`src/hw/rtl/dedup_task_ring_queue_assert.svh`:
```
// Assertion macros used by the task ring queue top level.
`ifndef DEDUP_TASK_RING_QUEUE_ASSERT_SVH
`define DEDUP_TASK_RING_QUEUE_ASSERT_SVH

// Same-cycle implication, disabled while reset is asserted.
`define DTRQ_ASSERT_IMPL(lbl, clk, rst_n, ante, cons) \
	lbl: assert property (@(posedge clk) disable iff (!(rst_n)) (ante) |-> (cons)) \
		else $error("task ring queue assertion failed");

// Next-cycle implication, disabled while reset is asserted.
`define DTRQ_ASSERT_NEXT(lbl, clk, rst_n, ante, cons) \
	lbl: assert property (@(posedge clk) disable iff (!(rst_n)) (ante) |=> (cons)) \
		else $error("task ring queue assertion failed");

`endif

```
`src/hw/rtl/dtrq_pkg.sv`:
```
// Package with the types, codes and defaults of the task ring queue.
package dtrq_pkg;

	// Default sizes of the queue.
	localparam int DEPTH_DEF     = 16;
	localparam int CODE_BITS_DEF = 8;

	// Fixed widths of the transfer fields.
	localparam int TASK_W = 8;
	localparam int OCC_W  = 4;

	// Command codes of an input transfer.
	typedef enum logic {
		CMD_SCHEDULE = 1'b0,
		CMD_TAKE     = 1'b1
	} cmd_t;

	// Input transfer payload.
	typedef struct packed {
		cmd_t              command;
		logic [TASK_W-1:0] task_code;
	} req_item_t;

	// Result transfer payload.
	typedef struct packed {
		logic [TASK_W-1:0] task_out;
		logic              task_valid;
		logic              was_duplicate;
		logic              was_full;
		logic [OCC_W-1:0]  occupancy;
	} rsp_item_t;

	// Sequencer states.
	typedef enum logic [1:0] {
		S_IDLE,
		S_SCAN,
		S_FIN,
		S_TAKE
	} state_t;

	// Per-cell control from the sequencer.
	typedef struct packed {
		logic shift;
		logic load;
	} cell_ctrl_t;

endpackage

```
`src/hw/rtl/dtrq_if.sv`:
```
// Handshake interfaces for the request and result channels of the task ring queue.
interface dtrq_req_if import dtrq_pkg::*; ();
	logic      valid;
	logic      ready;
	req_item_t payload;

	modport source (output valid, output payload, input ready);
	modport sink (input valid, input payload, output ready);
endinterface

interface dtrq_rsp_if import dtrq_pkg::*; ();
	logic      valid;
	logic      ready;
	rsp_item_t payload;

	modport source (output valid, output payload, input ready);
	modport sink (input valid, input payload, output ready);
endinterface

```
`src/hw/rtl/dtrq_cell.sv`:
```
// One storage cell of the queue ring: holds a code, loads or takes its neighbor's code.
module dtrq_cell import dtrq_pkg::*; #(
	parameter int CODE_BITS = CODE_BITS_DEF
) (
	input  logic                 clk,
	input  cell_ctrl_t           ctrl,
	input  logic [CODE_BITS-1:0] nbr_code,
	input  logic [CODE_BITS-1:0] load_code,
	output logic [CODE_BITS-1:0] code_q
);

	// A load appends a new entry; a shift moves the ring one place toward cell 0.
	always_ff @(posedge clk) begin
		if (ctrl.load) begin
			code_q <= load_code;
		end else if (ctrl.shift) begin
			code_q <= nbr_code;
		end
	end

endmodule

```
`src/hw/rtl/dedup_task_ring_queue.sv`:
```
// Top level of the duplicate-suppressing task ring queue.
// The queue keeps up to DEPTH-1 task codes in a ring of DEPTH cells, oldest entry in cell 0.
// A schedule transfer rotates the whole ring once past a single comparator at cell 0: the
// item is accepted, the ring rotates through all DEPTH cells, and a finish step writes the
// result; a take transfer pops cell 0 with one ring shift as it writes its result.
// One item is worked on at a time; the result sits in an output register, and the next item
// is accepted while it waits, though its own result waits for that register to free up.
// The occupancy field carries the low four bits of the entry count after the operation.
`include "dedup_task_ring_queue_assert.svh"

module dedup_task_ring_queue import dtrq_pkg::*; #(
	parameter int DEPTH     = DEPTH_DEF,
	parameter int CODE_BITS = CODE_BITS_DEF
) (
	input  logic      clk,
	input  logic      arst_n,
	dtrq_req_if.sink  req,
	dtrq_rsp_if.source rsp
);

	localparam int CNT_W = (DEPTH > 1) ? $clog2(DEPTH) : 1;
	localparam logic [CNT_W-1:0] CNT_FULL  = CNT_W'(DEPTH - 1);
	localparam logic [CNT_W-1:0] STEP_LAST = CNT_W'(DEPTH - 1);

	state_t               state_q, state_d;
	logic [CNT_W-1:0]     count_q, count_d;
	logic [CNT_W-1:0]     step_q, step_d;
	logic                 found_q, found_d;
	logic [CODE_BITS-1:0] item_code_q;
	cmd_t                 item_cmd_q;
	rsp_item_t            out_q, out_d;
	logic                 out_valid_q;
	logic                 out_load;
	logic                 out_free;
	logic                 shift_en;
	logic                 load_en;
	logic                 req_ready;
	logic [CODE_BITS-1:0] code_in;
	logic [CODE_BITS-1:0] cell_code [DEPTH];
	cell_ctrl_t           cell_ctrl [DEPTH];

	// Only the low CODE_BITS of the incoming code take part.
	assign code_in = CODE_BITS'(req.payload.task_code);

	// Ring of cells; each cell takes the code of the next one, the last wraps to cell 0.
	for (genvar k = 0; k < DEPTH; k++) begin : g_cell
		assign cell_ctrl[k].shift = shift_en;
		assign cell_ctrl[k].load  = load_en && (count_q == CNT_W'(k));

		dtrq_cell #(
			.CODE_BITS(CODE_BITS)
		) u_cell (
			.clk      (clk),
			.ctrl     (cell_ctrl[k]),
			.nbr_code (cell_code[(k + 1) % DEPTH]),
			.load_code(item_code_q),
			.code_q   (cell_code[k])
		);
	end

	// The result register is free when empty or when its transfer completes now.
	assign out_free = !out_valid_q || rsp.ready;

	// Sequencer: next state, ring control and result assembly.
	always_comb begin
		state_d   = state_q;
		count_d   = count_q;
		step_d    = step_q;
		found_d   = found_q;
		shift_en  = 1'b0;
		load_en   = 1'b0;
		req_ready = 1'b0;
		out_load  = 1'b0;
		out_d     = '0;
		unique case (state_q)
			S_IDLE: begin
				req_ready = 1'b1;
				if (req.valid) begin
					step_d  = '0;
					found_d = 1'b0;
					state_d = (req.payload.command == CMD_TAKE) ? S_TAKE : S_SCAN;
				end
			end
			S_SCAN: begin
				// Cell 0 holds entry number step_q; only queued entries count.
				shift_en = 1'b1;
				if ((step_q < count_q) && (cell_code[0] == item_code_q)) begin
					found_d = 1'b1;
				end
				step_d = CNT_W'(step_q + 1'b1);
				if (step_q == STEP_LAST) begin
					state_d = S_FIN;
				end
			end
			S_FIN: begin
				if (out_free) begin
					out_load = 1'b1;
					state_d  = S_IDLE;
					if (found_q) begin
						out_d.was_duplicate = 1'b1;
					end else if (count_q == CNT_FULL) begin
						out_d.was_full = 1'b1;
					end else begin
						load_en = 1'b1;
						count_d = CNT_W'(count_q + 1'b1);
					end
					out_d.occupancy = OCC_W'(count_d);
				end
			end
			S_TAKE: begin
				if (out_free) begin
					out_load = 1'b1;
					state_d  = S_IDLE;
					if (count_q != '0) begin
						out_d.task_out   = TASK_W'(cell_code[0]);
						out_d.task_valid = 1'b1;
						shift_en         = 1'b1;
						count_d          = CNT_W'(count_q - 1'b1);
					end
					out_d.occupancy = OCC_W'(count_d);
				end
			end
			default: begin
				state_d = S_IDLE;
			end
		endcase
	end

	// Control registers.
	always_ff @(posedge clk or negedge arst_n) begin
		if (!arst_n) begin
			state_q     <= S_IDLE;
			count_q     <= '0;
			step_q      <= '0;
			found_q     <= 1'b0;
			out_valid_q <= 1'b0;
		end else begin
			state_q <= state_d;
			count_q <= count_d;
			step_q  <= step_d;
			found_q <= found_d;
			if (out_load) begin
				out_valid_q <= 1'b1;
			end else if (rsp.ready) begin
				out_valid_q <= 1'b0;
			end
		end
	end

	// Accepted item and result payload registers.
	always_ff @(posedge clk) begin
		if (req_ready && req.valid) begin
			item_cmd_q  <= req.payload.command;
			item_code_q <= code_in;
		end
		if (out_load) begin
			out_q <= out_d;
		end
	end

	assign req.ready   = req_ready;
	assign rsp.valid   = out_valid_q;
	assign rsp.payload = out_q;

	// The entry count never exceeds DEPTH-1, one below the number of ring cells.
	`DTRQ_ASSERT_IMPL(a_count_cap, clk, arst_n, 1'b1, count_q <= CNT_FULL)
	// A result reports at most one outcome.
	`DTRQ_ASSERT_IMPL(a_one_outcome, clk, arst_n, out_valid_q,
		$onehot0({out_q.task_valid, out_q.was_duplicate, out_q.was_full}))
	// The count is steady while the ring rotates for a scan.
	`DTRQ_ASSERT_NEXT(a_scan_count, clk, arst_n, state_q == S_SCAN, $stable(count_q))
	// A loaded result carries the new entry count, and the right operation kind.
	`DTRQ_ASSERT_NEXT(a_occ_match, clk, arst_n, out_load,
		(out_q.occupancy == OCC_W'(count_q)) &&
		((item_cmd_q == CMD_TAKE) || !out_q.task_valid))

endmodule
```
`src/flat_wrapper.sv`:
```
// flat-port wrapper written by rule: the top's interface ports become plain ports
module dedup_task_ring_queue_flat import dtrq_pkg::*;
#(
	parameter int DEPTH     = DEPTH_DEF,
	parameter int CODE_BITS = CODE_BITS_DEF
)
  (clk, arst_n, req_valid, req_payload, req_ready, rsp_valid, rsp_payload, rsp_ready);
  dtrq_req_if req_i ();
  dtrq_rsp_if rsp_i ();
  input  logic clk;
  input  logic arst_n;
  input wire logic [$bits(req_i.valid)-1:0] req_valid;
  input wire logic [$bits(req_i.payload)-1:0] req_payload;
  output wire logic [$bits(req_i.ready)-1:0] req_ready;
  output wire logic [$bits(rsp_i.valid)-1:0] rsp_valid;
  output wire logic [$bits(rsp_i.payload)-1:0] rsp_payload;
  input wire logic [$bits(rsp_i.ready)-1:0] rsp_ready;
  assign req_i.valid = req_valid;
  assign req_i.payload = req_payload;
  assign req_ready = req_i.ready;
  assign rsp_valid = rsp_i.valid;
  assign rsp_payload = rsp_i.payload;
  assign rsp_i.ready = rsp_ready;
  dedup_task_ring_queue #(.DEPTH(DEPTH), .CODE_BITS(CODE_BITS)) u_core (.clk(clk), .arst_n(arst_n), .req(req_i), .rsp(rsp_i));
endmodule
```
`config.mk`:
```
export PLATFORM = sky130hd
export DESIGN_NAME = dedup_task_ring_queue_flat
export DESIGN_NICKNAME = d
export VERILOG_FILES = /design/src/hw/rtl/dtrq_pkg.sv /design/src/hw/rtl/dtrq_if.sv /design/src/hw/rtl/dtrq_cell.sv /design/src/hw/rtl/dedup_task_ring_queue.sv /design/src/flat_wrapper.sv
export VERILOG_INCLUDE_DIRS = /design/src /design/src/hw/rtl
export SDC_FILE = /design/constraint.sdc
export NUM_CORES = 1
export LEC_CHECK = 0
export BUFFER_PORTS_ARGS = -buffer_cell sky130_fd_sc_hd__buf_2
export CAP_MARGIN = 20
export CORE_MARGIN = 2
export CORE_UTILIZATION = 45
export CTS_BUF_LIST = sky130_fd_sc_hd__clkbuf_2
export DETAILED_ROUTE_END_ITERATION = 12
export PLACE_DENSITY = 0.62
export REMOVE_ABC_BUFFERS = 1
export SLEW_MARGIN = 40
export SYNTH_ARGS = -nofsm -noshare
export SYNTH_HDL_FRONTEND = slang
export SYNTH_SLANG_ARGS = --single-unit
export TNS_END_PERCENT = 10
```
`constraint.sdc`:
```
create_clock -name clk -period 2.9 [get_ports clk]
set_input_delay 0.29 -clock clk [delete_from_list [all_inputs] [get_ports clk]]
set_output_delay 0.29 -clock clk [all_outputs]
set_load 0.05 [all_outputs]
```
==> metrics.md <==
| Metric | Value |
|---|---|
| Max-cap check violation count | 0 |
| WHS Path Cells | 2 |
| M1 WL | 6561 um |
| RSZ-0062 raised after global routing | no |
| Status | finished clean |
| H-tree levels | 4 |
| Cell Pwr Density | 1113 mW/mm2 |
| Area occupied by multi-input gates | 0.002371 mm2 |
| Worst vdd ir | 0.6325 mV |
| DRT iter0 DRCs | 293 |
| Largest net degree at the start of global routing | 18 |
| CP arrival | 2.92 ns |
| Cell-internal power | 0.005963 W |
| Crit share post-route | 0.8696 |
| # fillers | 1334 |
| Critical Path End Type | register |
| Total CTS buffers | 17 |
| Chip Height | 132.7 um |
| Synth unique cells | 42 |
| Chip width | 132.7 um |
| DRT Wirelength | 14480 um |
| Nets | 518 |
| Number of global-route vias before repair | 4035 |
| Leakage dissipation | 2.961 nW |
| Clock network fraction of total power | 0.148 |
| Sequential fraction of the synthesis area | 0.6490 |
| Critical R2R Launch | u_core.count_q[0] |
| CP max FO | 14 |
| Post-CTS Repair Setup Buffers | 0 |
| DRT Pass-1 Iters | 4 |
| Final Hold Fails | 0 |
| Worst hold slack | 0.2682 ns |
| Area Growth Syn to Fin | 9.271% |
| CTS tree | yes |
| Switch Pwr | 0.003094 W |
| Peak Freq | 0.3965 GHz |
| Reg area | 0.004835 mm2 |
| CP startpoint | u_core.count_q[0] |
| Post-DR vias/cell | 5.326 |
| Comb power frac | 0.326 |
| Hold path startpoint | req_payload[5] |
| Worst-case clock buffer depth | 2 |
| Crit start category | register |
| DR WL/cell | 19.86 um |
| Fraction of layout cells with a size suffix above 1 | 0.3917 |
| DIE AREA | 0.01760 mm2 |
| Routed wl met2 | 7068 um |
| Yosys Warn Count | 0 |
| Post-layout min period | 2.522 ns |
| Worst Hold Class | primary input to register |
| Clk Tree Root Cell | clkbuf_2 |
| Number of synthesized flops with an enable pin | 151 |
| Synthesized instance count | 459 |
| Skew-Pair Late Insertion Delay | 0.72 ns |
| Syn avg cell area | 16.23 um2 |
| Total power | 0.009057 W |
| Ys flop type | edfxtp_1 |
| Most common cell after layout, fill and taps aside | edfxtp_1 |
| # IOs | 30 |
| Cts hold-fix bufs | 13 |
| CP required | 3.30 ns |
| Mapped cell area | 0.007450 mm2 |
| Clock tree sinks | 163 |
| GRT Overall Usage | 0.1712 |
| Remaining DRCs | 0 |
| Port Buf Inserts | 29 |
| Vias | 3883 |
| FP Rows | 47 |
| Worst R2R Path Depth | 6 |
| Global-route wire length before repair | 22540 um |
| WS Path Type | register to register |
| Detail Route met3 WL | 646 um |
| Register share of total power | 0.526 |
| Global route overflow | 0 |
| Starting Density | 0.4541 |
| Slew @ Worst Pin | 0.8305 ns |
| ANT nets after route | 0 |
| FF+latch count, synth | 163 |
| Asr flop ratio synth | 0.07362 |
| Fin. max-slew vios | 0 |
| Core area | 0.01641 mm2 |
| Post-DP HPWL | 9432 um |
| Top sig layer | met4 |
| Clock Skew | 0.02934 ns |
| Gpl congestion | 0.8361 |
| Initial antenna violation count | 1 |
| Clock transition at path regs | 0.22 ns |
| Post-CTS sizing | 0 |
| Sw Ratio | 0.3416 |
| Final TNS setup | 0 ns |
| Setup-failing EPs final | 0 |
| Max transition margin | 0.4463 |
| Commonest cells after routing, fill and taps aside | edfxtp_1, mux2_2, buf_2 |
[routing by layer]
| layer | vias to the layer above | global-route usage |
|---|---|---|
| li1 | 1788 | - |
| met1 | 1987 | 0.2291 |
| met2 | 91 | 0.2778 |
| met3 | 17 | 0.04253 |
| met4 | 0 | 0.05137 |
| met5 | - | 0 |
[worst max-delay path: stages, from the launching register on]
cell and delay (ns):
dfrtp_1 0.51, ha_1 0.26, a31o_4 0.23, nor3_4 0.12, buf_4 0.26, and3_1 0.43
nand2b_1 0.40
[layout make-up]
| class | instances | share of cell area |
|---|---|---|
| repair buffers | 52 | 0.04304 |
| flip-flops and latches | 163 | 0.5939 |
| clock inverters | 14 | 0.02306 |
| multi-input cells | 253 | 0.2913 |
| diodes | 1 | 0.0003074 |
| well taps | 220 | 0.03381 |
| clock buffers | 17 | 0.01045 |
| inverters | 9 | 0.004150 |
[synth_stat cells (4+ instances only)]
master / n / area [um2]
buf_2: 9 / 45.04
nand2b_1: 14 / 87.58
and3_1: 9 / 56.30
mux2_4: 24 / 360.4
xnor2_1: 7 / 61.31
and2_1: 10 / 62.56
mux2i_1: 4 / 40.04
nor2_1: 10 / 37.54
dfrtp_1: 12 / 300.3
nand3_1: 5 / 25.02
mux2_2: 97 / 1092
edfxtp_1: 151 / 4534
ha_1: 9 / 112.6
o21ai_0: 11 / 55.05
nand2_1: 16 / 60.06
inv_1: 9 / 33.78
clkbuf_1: 19 / 71.32
a21oi_1: 5 / 25.02
nor3_1: 4 / 20.02
[kinds of logic (layout without fill, tap and decap cells)]
logic type	Yosys count	in the layout	synth area share
simple gates	83	83	0.06819
other cells	0	1	0
compound gates	27	27	0.02402
buf+inv	43	92	0.03275
mux	125	125	0.2004
fa+ha+maj	9	9	0.01512
xor+xnor	9	9	0.01058
flops	163	163	0.6490
[registers in the layout, summed over array words and instances (netlist names)]
register / cells
u_core.rsp.valid: 1
u_core.item_code_q: 8
u_core.count_q: 4
u_core.g_cell.u_cell.code_q: 128
u_core.found_q: 1
u_core.step_q: 4
u_core.rsp.payload: 15
u_core.state_q: 2
[worst paths after layout]
path,end,slack [ns]
min in group asynchronous,u_core.step_q[0],0.59
max,u_core.g_cell[14].u_cell.code_q[3],0.38
max in group asynchronous,u_core.count_q[0],1.92
min,u_core.item_code_q[5],0.27
max reg2reg,u_core.g_cell[14].u_cell.code_q[3],0.38
min reg2reg,u_core.g_cell[15].u_cell.code_q[6],0.54
[power groups by stage]
stage	clock network, W	logic (W)	registers (W)
floorplan	0	0.00187	0.00489
global placement	0	0.00288	0.00482
detailed placement	0	0.00294	0.00481
CTS	0.00137	0.00298	0.00477
global route	0.00146	0.00320	0.00486
finish	0.00134	0.00295	0.00477
[metrics by stage]
step | cell area, um2 | std cells | utilization | setup WS (ns)
floorplan | 7239 | 425 | - | 0.3773
global route | 8140 | 729 | 0.4961 | 0.1964
CTS | 8138 | 728 | 0.4960 | 0.3771
finish | 8140 | 729 | 0.4961 | 0.3781
global placement | 7735 | 684 | 0.4714 | 0.5004
detailed placement | 7735 | 684 | 0.4714 | 0.4087
Power figures use the tool's default switching activity.
